[config.mk]
export PLATFORM = sky130hd
export DESIGN_NAME = rls_mdu
export DESIGN_NICKNAME = d
export VERILOG_FILES = /design/src/rtl/rls_pkg.sv /design/src/rtl/rls_mdu.sv
export VERILOG_INCLUDE_DIRS = /design/src /design/src/rtl
export SDC_FILE = /design/constraint.sdc
export NUM_CORES = 2
export LEC_CHECK = 0
export ABC_AREA = 1
export BUFFER_PORTS_ARGS = -buffer_cell sky130_fd_sc_hd__buf_2
export CORE_UTILIZATION = 47
export DETAILED_ROUTE_END_ITERATION = 10
export PLACE_DENSITY = 0.65
export SETUP_SLACK_MARGIN = 0.1
export SYNTH_ARGS = -nofsm -noshare
export SYNTH_HDL_FRONTEND = slang
export SYNTH_SLANG_ARGS = --single-unit
[constraint.sdc]
create_clock -name clk -period 30.2 [get_ports clk]
set_clock_uncertainty 0.1 [all_clocks]
set_input_delay 3.02 -clock clk [delete_from_list [all_inputs] [get_ports clk]]
set_output_delay 3.02 -clock clk [all_outputs]
set_load 0.02 [all_outputs]
[src/rtl/rls_friction_estimator_macros.svh]
// assertion helpers shared by the friction estimator modules
`ifndef RLS_FRICTION_ESTIMATOR_MACROS_SVH
`define RLS_FRICTION_ESTIMATOR_MACROS_SVH

// same-cycle implication, disabled while in reset
`define RLS_ASSERT_IMP(label, clk, rst_n, ante, cons) \
    label: assert property (@(posedge clk) disable iff (!rst_n) (ante) |-> (cons)) \
        else $error("rls assertion failed");

// next-cycle implication, disabled while in reset
`define RLS_ASSERT_NXT(label, clk, rst_n, ante, cons) \
    label: assert property (@(posedge clk) disable iff (!rst_n) (ante) |=> (cons)) \
        else $error("rls assertion failed");

`endif

[src/rtl/rls_pkg.sv]
// ----------------------------------------------------------------------------
// rls_pkg
// types and constants shared by the friction estimator and its muldiv unit
// ----------------------------------------------------------------------------
package rls_pkg;

    typedef enum logic [1:0] {
        MD_SH11,
        MD_SH13,
        MD_SH32,
        MD_DIV
    } md_mode_t;

    // request to the shared multiply/round/divide unit
    typedef struct packed {
        logic               start;
        md_mode_t           mode;
        logic signed [63:0] a;
        logic signed [63:0] b;
        logic [63:0]        d;
    } md_req_t;

    localparam logic signed [63:0] LIM62   = 64'sh4000_0000_0000_0000;
    localparam logic [63:0]        EPS_Q32 = 64'd4295;
    localparam logic [13:0]        MU_MIN  = 14'd819;
    localparam logic [13:0]        MU_MAX  = 14'd12288;

    localparam logic [1:0] CFG_SLIP_THR = 2'd0;
    localparam logic [1:0] CFG_LAMBDA   = 2'd1;
    localparam logic [1:0] CFG_FR_INIT  = 2'd2;

endpackage

[src/rtl/rls_mdu.sv]
// ----------------------------------------------------------------------------
// rls_mdu
// round(a*b/d) with halves away from zero, magnitude saturated to 2^62;
// four 32x32 partial products, then shift or restoring divide
// ----------------------------------------------------------------------------
`include "rls_friction_estimator_macros.svh"

module rls_mdu
(
    input  logic                clk,
    input  logic                rst_n,
    input  rls_pkg::md_req_t    req,
    output logic                done,
    output logic signed [63:0]  result
);

    typedef enum logic [2:0] {
        M_IDLE,
        M_MUL,
        M_RND,
        M_DIV,
        M_FIN
    } mstate_t;

    mstate_t           state_reg;
    logic [63:0]       ua_reg;
    logic [63:0]       ub_reg;
    logic              neg_reg;
    rls_pkg::md_mode_t mode_reg;
    logic [63:0]       d_reg;
    logic [127:0]      acc_reg;
    logic [6:0]        cnt_reg;
    logic [64:0]       rem_reg;
    logic [63:0]       q_reg;
    logic              ovf_reg;
    logic              done_reg;
    logic signed [63:0] result_reg;

    logic [31:0]  pa;
    logic [31:0]  pb;
    logic [63:0]  pp;
    logic [127:0] pp_sh;
    logic [127:0] acc_rnd;
    logic [127:0] shifted;
    logic [64:0]  rem_sh;
    logic         ge;
    logic [63:0]  mag;

    always_comb
    begin
        pa = cnt_reg[1] ? ua_reg[63:32] : ua_reg[31:0];
        pb = cnt_reg[0] ? ub_reg[63:32] : ub_reg[31:0];
        pp = pa * pb;
        case ({1'b0, cnt_reg[1]} + {1'b0, cnt_reg[0]})
            2'd0:    pp_sh = {64'd0, pp};
            2'd1:    pp_sh = {32'd0, pp, 32'd0};
            default: pp_sh = {pp, 64'd0};
        endcase
        acc_rnd = acc_reg + {65'd0, d_reg[63:1]};
        case (mode_reg)
            rls_pkg::MD_SH11: shifted = acc_rnd >> 11;
            rls_pkg::MD_SH13: shifted = acc_rnd >> 13;
            default:          shifted = acc_rnd >> 32;
        endcase
        rem_sh = {rem_reg[63:0], acc_reg[127]};
        ge     = (rem_sh >= {1'b0, d_reg});
        mag    = (ovf_reg || (q_reg > 64'(rls_pkg::LIM62))) ? 64'(rls_pkg::LIM62) : q_reg;
    end

    always_ff @(posedge clk or negedge rst_n)
    begin
        if (!rst_n)
        begin
            state_reg <= M_IDLE;
            done_reg  <= 1'b0;
            cnt_reg   <= 7'd0;
        end
        else
        begin
            done_reg <= 1'b0;
            case (state_reg)
                M_IDLE:
                begin
                    if (req.start)
                    begin
                        ua_reg   <= req.a[63] ? 64'(-req.a) : 64'(req.a);
                        ub_reg   <= req.b[63] ? 64'(-req.b) : 64'(req.b);
                        neg_reg  <= req.a[63] ^ req.b[63];
                        mode_reg <= req.mode;
                        case (req.mode)
                            rls_pkg::MD_SH11: d_reg <= 64'd1 << 11;
                            rls_pkg::MD_SH13: d_reg <= 64'd1 << 13;
                            rls_pkg::MD_SH32: d_reg <= 64'd1 << 32;
                            default:          d_reg <= req.d;
                        endcase
                        acc_reg   <= 128'd0;
                        cnt_reg   <= 7'd0;
                        state_reg <= M_MUL;
                    end
                end
                M_MUL:
                begin
                    acc_reg <= acc_reg + pp_sh;
                    cnt_reg <= cnt_reg + 7'd1;
                    if (cnt_reg[1:0] == 2'd3)
                    begin
                        state_reg <= M_RND;
                    end
                end
                M_RND:
                begin
                    acc_reg <= acc_rnd;
                    cnt_reg <= 7'd0;
                    rem_reg <= 65'd0;
                    if (mode_reg == rls_pkg::MD_DIV)
                    begin
                        q_reg     <= 64'd0;
                        ovf_reg   <= 1'b0;
                        state_reg <= M_DIV;
                    end
                    else
                    begin
                        q_reg     <= shifted[63:0];
                        ovf_reg   <= |shifted[127:63];
                        state_reg <= M_FIN;
                    end
                end
                M_DIV:
                begin
                    acc_reg <= {acc_reg[126:0], 1'b0};
                    rem_reg <= ge ? (rem_sh - {1'b0, d_reg}) : rem_sh;
                    if (q_reg[63:62] != 2'b00)
                    begin
                        ovf_reg <= 1'b1;
                    end
                    q_reg   <= {q_reg[62:0], ge};
                    cnt_reg <= cnt_reg + 7'd1;
                    if (cnt_reg == 7'd127)
                    begin
                        state_reg <= M_FIN;
                    end
                end
                M_FIN:
                begin
                    result_reg <= neg_reg ? -$signed(mag) : $signed(mag);
                    done_reg   <= 1'b1;
                    state_reg  <= M_IDLE;
                end
                default:
                begin
                    state_reg <= M_IDLE;
                end
            endcase
        end
    end

    assign done   = done_reg;
    assign result = result_reg;

    `RLS_ASSERT_IMP(a_start_idle, clk, rst_n, req.start, state_reg == M_IDLE)
    `RLS_ASSERT_NXT(a_start_runs, clk, rst_n, req.start, state_reg == M_MUL)
    `RLS_ASSERT_IMP(a_result_sat, clk, rst_n, done_reg,
        (result_reg <= rls_pkg::LIM62) && (result_reg >= -rls_pkg::LIM62))

endmodule

======== After elaboration in Yosys (flattened, before gate mapping) ========
Index checks and enable logic that the tools add are counted.
cells by class
  $add $sub $neg .......................... 8
  multiply operators ...................... 1
  magnitude comparators ................... 2
  equal/unequal tests ..................... 15
  mux-type cells .......................... 26
  bitwise logic cells ..................... 1
  reductions and logical operators ........ 18
operators by type and width
  operator                                                          count
  case mux 128 bit (4 select lines)                                 1
  2-to-1 mux 64 bit                                                 4
  case mux 128 bit (2 select lines)                                 1
  case mux 64 bit (2 select lines)                                  2
  case mux 117 bit (2 select lines)                                 1
  negation 64 bit                                                   3
  case mux 64 bit (3 select lines)                                  1
  adder 128 bit                                                     1
  adder 128 x 63 -> 128 bit                                         1
  2-to-1 mux 128 bit                                                1
  2-to-1 mux 63 bit                                                 2
  >= comparator 65 x 64 -> 1 bit                                    1
  OR reduction 65 bit                                               1
  greater-than comparator 64 x 63 -> 1 bit (second input constant)  1
  multiplier 32 x 32 -> 64 bit                                      1
  2-to-1 mux 32 bit                                                 2
  subtractor 64 bit                                                 1
  case mux 7 bit (3 select lines)                                   1
  2-to-1 mux 3 bit                                                  4
  case mux 3 bit (4 select lines)                                   1
  AND reduction 3 bit                                               4
  inequality test 2 bit (second input constant)                     4
  adder 7 x 1 -> 7 bit (second input constant)                      1
  == test 7 bit (second input constant)                             1
  18 further kinds                                                  30
word-level totals
  bits in registers ....................... 527
  bits of input ports ..................... 197
  output and inout bits ................... 65
  logic and storage cells ................. 86

======== Depth between registers and ports, before layout ========
  depth in word-level cells ............... 5
  gate-level depth with buffers ........... 56
  depth with buffers taken out ............ 53

======== Worst setup path before layout ========
OpenSTA, ideal clock, no wires.
  path type ............................... input to register
  start point ............................. in rst_n
  end point ............................... reg d_reg[0] (enable)
  library setup time ...................... 0.753 ns
  data arrival time ....................... 11.099 ns
  data required time ...................... 29.347 ns
  setup slack ............................. 18.249 ns
  stages on the path ...................... 2
  buffers on the path ..................... 0
  cells stage by stage .................... nand2_1 > nor2_1
between the ends
  cells in the longest elaborated chain, start to end .. 1
RTL lines
  what                                  RTL line       source
  start: declaration                    rls_mdu.sv:11  input logic rst_n,
  AND reduction 3 bit (no source line)  -
  end signal: assignment                rls_mdu.sv:91  rls_pkg::MD_SH11: d_reg <= 64'd1 << 11;
  end signal: assignment                rls_mdu.sv:92  rls_pkg::MD_SH13: d_reg <= 64'd1 << 13;
  end signal: assignment                rls_mdu.sv:93  rls_pkg::MD_SH32: d_reg <= 64'd1 << 32;
  end: declaration                      rls_mdu.sv:30  logic [63:0] d_reg;
Every way passes these cells.
A chain may end at the register's enable or synchronous reset.

======== Worst setup path in the final report ========
  start point ............................. reg cnt_reg[0]
  end point ............................... reg acc_reg[124], data pin
between the ends
  cells in the longest elaborated chain, start to end .. 5
  elaborated cells between the ends (all ways) .. 8
  classes of those cells .................. add/sub (2); mul (1); eq/ne (1); mux (3); reduce/logical (1)
RTL lines
  what                                                       RTL line                      source
  start: declaration                                         rls_mdu.sv:32                 logic [6:0] cnt_reg;
  start signal: assignment                                   rls_mdu.sv:104                cnt_reg <= cnt_reg + 7'd1;
  start signal: assignment                                   rls_mdu.sv:137                cnt_reg <= cnt_reg + 7'd1;
  2-to-1 mux 32 bit or adder 1 x 1 -> 2 bit (tied branches)  rls_mdu.sv:52, rls_mdu.sv:54
  multiplier 32 x 32 -> 64 bit (tied with other cells)       rls_mdu.sv:53                 pp = pa * pb;
  case mux 128 bit (2 select lines) (*)                      rls_mdu.sv:54                 case ({1'b0, cnt_reg[1]} + {1'b0, cnt_reg[0]})
  adder 128 bit (*)                                          rls_mdu.sv:103                acc_reg <= acc_reg + pp_sh;
  case mux 128 bit (4 select lines) (*)                      rls_mdu.sv:81                 case (state_reg)
  end signal: assignment                                     rls_mdu.sv:103
  end signal: assignment                                     rls_mdu.sv:112                acc_reg <= acc_rnd;
  end signal: assignment                                     rls_mdu.sv:130                acc_reg <= {acc_reg[126:0], 1'b0};
  end: declaration                                           rls_mdu.sv:31                 logic [127:0] acc_reg;
Mark *: on every way between the ends. The rest lies on a longest branch, timed or not.

==> results summary <==
Along the worst hold path, the cell count comes to 2. The placement-stage worst setup slack came out at 16.26 ns. The final net count is between 10000 and 15000. In this run the critical register-to-register path is captured at acc_reg[124]$_DFFE_PP_. The number of hold buffers added after CTS came out at 0.

The launch instance of the worst min-delay path is cnt_reg[4]$_DFFE_PN0P_. Setup repair after global routing left no endpoint under its margin. The final count of pins violating max slew is 0.

The average instance in the mapped netlist occupies a little over 7 um^2. The number of gates resized after cts is 0. The largest single stage delay on the critical path is 1.01 ns. The setup check on the worst reg-to-reg path leaves a slack of 15.78 ns.

The biggest fanout along the worst timing path is 35. Synthesis produced 11800 cells. The number of setup violations in the final report came out at 0. The clock tree from TritonCTS is yes. The number of design rule violations left after detail routing is 0. The starting density of the core is 0.474. The synthesized flop and latch total is 527. The post-synthesis compound-gate area fraction is 0.123. The worst hold path terminates at cnt_reg[4]$_DFFE_PN0P_. The async set-reset flop share out of synthesis is 0.0209. In this run the count of I/O pins placed on the die edge is 262.

The post-CTS setup buffer count is 0. CTS saw 527 sinks. The kind of cell with the highest combined delay along the critical path is adder cells. The average wire length per cell after detail routing came out at 28.2 um. The final core area utilization is 0.511. The number of vias per cell is 6.04. The total via count in the routed design came out at 86700. By area, the combinational part of the netlist is dominated by adder cells. The tree is rooted in a clkbuf_16. The wire-length estimate of the detail-placed layout is 340000 um. The last weighted congestion value of the routability-driven placer came out at 1.14. The multiplexer fraction of the synthesized cell area is 0. The leading register cell type out of synthesis is edfxtp_1.

Buffers placed on the I/O ports in this run total 261. Leaving out fill and tap cells, the most frequent cell in the layout is nand2_1. The number of global-route vias before repair is 82300. The slowest stage of the critical path belongs to the cell nor4_1. The vertical extent of the die came out at 427 um. The die covers 0.182 mm^2. The maximum number of pins on one net before global-route repair is between 100 and 150. The logic depth of the worst register-to-register path came out at 41. The worst-margin pin slew is 1.43 ns. STA classifies the critical path startpoint as a flop. After clock tree synthesis, the clock-pin slew on the worst setup and hold paths is 0.07 ns. Yosys mapped a number of flops with a built-in enable equal to slightly above 500.

The later-pin clock latency in the skew report is 0.74 ns. The number of buffers and inverters on the critical path is 8. Dividing the final minimum period by the clock period gives 0.478.

The class of the tightest hold or removal check is flop to flop. The number of synthesis warnings came out at 0. The worst setup path is of the flop to flop kind.

Of the total synthesized cell area, the portion taken by full adders, half adders and majority gates is 0.289. In this design, the critical path's most frequently occurring cell is fa_1. The post-synthesis share of cell area spent on xor and xnor gates came out at 0.0378. The area of the core is 0.179 mm^2.

The fraction of final layout cells sized beyond drive strength 1 is 0.0708. The register with the most flip-flops in the layout has 128 of them. Across every metal layer, demand over resource in global routing totals 0.436. The number of failing hold endpoints at the final stage is 0. The first detailed-routing pass took 10 iterations. The number of different library cells in the post-synthesis netlist is between 70 and 80. The maximum buffer depth of the clock tree came out at 3. Data on the critical path arrives at its endpoint at approximately 15 ns. The part of the Yosys area used for sequential elements is 0.186. The clock buffer count from CTS came out at between 60 and 70. Based on the critical path, the design can be clocked at up to 0.0693 GHz. STA classifies the critical path endpoint as a flop. The simple logic cell fraction of the synthesized area is 0.251. The tool flagged a number of max-cap violations equal to 0. Wires add up to 405000 um. For the final routed database, the setup TNS stands at 0 ns. In this run the tightest slew margin relative to its limit is 0.0416. After synthesis the cells add up to 0.0849 mm^2.

The required time at the endpoint of the critical path is a little over 30 ns. The flow ran to the end, and the final reports show no timing, DRC or antenna violations. The horizontal die dimension came out at between 400 and 500 um. The row count came out at ~160. The clock tree synthesis step divided the H-tree into 3 levels. After synthesis, the cell types taking the most area are fa_1 21%, edfxtp_1 18%, nand2_1 11%. The net count after synthesis came out at around 13000. The shortest period the worst path allows came out at between 10 and 15 ns. In the layout the commonest cells are 2488 x nand2_1, 2156 x inv_1, 1666 x nor2_1. From synthesis to final layout, the design area changed by 7.79%. The smallest setup slack after layout is 15.78 ns. The worst register-to-register path begins at cnt_reg[0]$_DFFE_PN0P_. The biggest area contributor in the post-synthesis netlist is fa_1. The total stage count of the critical path came out at 41. The detailed router finished its first iteration with 12600 violations.

The global route total overflow is 0. The number of antenna violations at the first check in global routing was 25. Once placement finished, the instance area stood at slightly below 0.09 mm^2. The number of nets with antenna violations after detailed routing came out at 0. The first-pass GRT wire length is ~570000 um. The finished cells cover 0.0915 mm^2. The share of synthesized area in the top cell type comes to 0.212.
## layout make-up
cell class | instances | area, um^2
fillers | 17800 | 87500
multi-input cells | 8734 | 59800
repair buffers | 397 | 2320
well taps | 2355 | 2950
clock inverters | 50 | 644
inverters | 2210 | 8300
flip-flops and latches | 527 | 15800
diodes | 18 | 45.0
clock buffers | 74 | 1720
## cells by family after synthesis
| group | after synthesis |
|---|---|
| compound gates | 1812 |
| xor+xnor | 367 |
| fa+ha+maj | 1421 |
| buf+inv | 2536 |
| flops | 527 |
| simple gates | 5134 |
## worst max path at each step
| stage | start | end | slack (ns) |
|---|---|---|---|
| floorplan | rst_n | d_reg[0]$_DFFE_PP_ | 18.25 |
| global placement | cnt_reg[0]$_DFFE_PN0P_ | acc_reg[97]$_DFFE_PP_ | 16.23 |
| detailed placement | cnt_reg[0]$_DFFE_PN0P_ | acc_reg[97]$_DFFE_PP_ | 16.26 |
| CTS | cnt_reg[0]$_DFFE_PN0P_ | acc_reg[97]$_DFFE_PP_ | 16.23 |
| global route | cnt_reg[0]$_DFFE_PN0P_ | acc_reg[124]$_DFFE_PP_ | 15.62 |
| finish | cnt_reg[0]$_DFFE_PN0P_ | acc_reg[124]$_DFFE_PP_ | 15.78 |
## through the flow
stage               hold WS (ns)  cells
detailed placement         0.437  14200
global placement           0.420  14200
finish                     0.449  14400
global route               0.477  14400
CTS                        0.454  14300
floorplan                  0.371  11800
## synthesized netlist by cell type, drive strengths merged, types with 3 or more instances
| cell type | n |
|---|---|
| clkinv | 35 |
| o221ai | 45 |
| o21a | 26 |
| nor2 | 1728 |
| nand4 | 92 |
| fa | 899 |
| o21ai | 618 |
| a22o | 5 |
| o22ai | 83 |
| nand3 | 432 |
| nand2 | 2510 |
| o31ai | 27 |
| a21o | 43 |
| o2111ai | 23 |
| xor2 | 219 |
| nand3b | 23 |
| o311ai | 5 |
| and2 | 17 |
| or2 | 126 |
| buf | 51 |
| o211ai | 108 |
| a21boi | 11 |
| a31oi | 85 |
| clkbuf | 275 |
| o211a | 3 |
| and3 | 6 |
| dfrtp | 11 |
| a31o | 4 |
| nor3 | 137 |
| o21bai | 36 |
| ha | 522 |
| nor4 | 62 |
| a211oi | 9 |
| inv | 2175 |
| edfxtp | 516 |
| o32ai | 19 |
| xnor2 | 148 |
| a21oi | 650 |
| a221oi | 3 |
## worst register-to-register path: cells and delay by family (launching register included)
kind / cells / cell delay (ns)
AOI/OAI and AO/OA: 8 / 2.19
xor gates and xnor gates: 1 / 0.51
and+or+nand+nor: 14 / 3.82
buffers and inverters: 8 / 2.57
DFF: 1 / 0.34
adders and majority gates: 10 / 4.63
## routing by layer
layer | part of all wire | global-route usage
met5 | 0.0025 | 0.0283
met4 | 0.048 | 0.181
met3 | 0.15 | 0.176
met2 | 0.39 | 0.591
met1 | 0.41 | 0.605
Power is not shown: default switching activity piles up to over one toggle a cycle in this logic, so the estimate is an artifact.
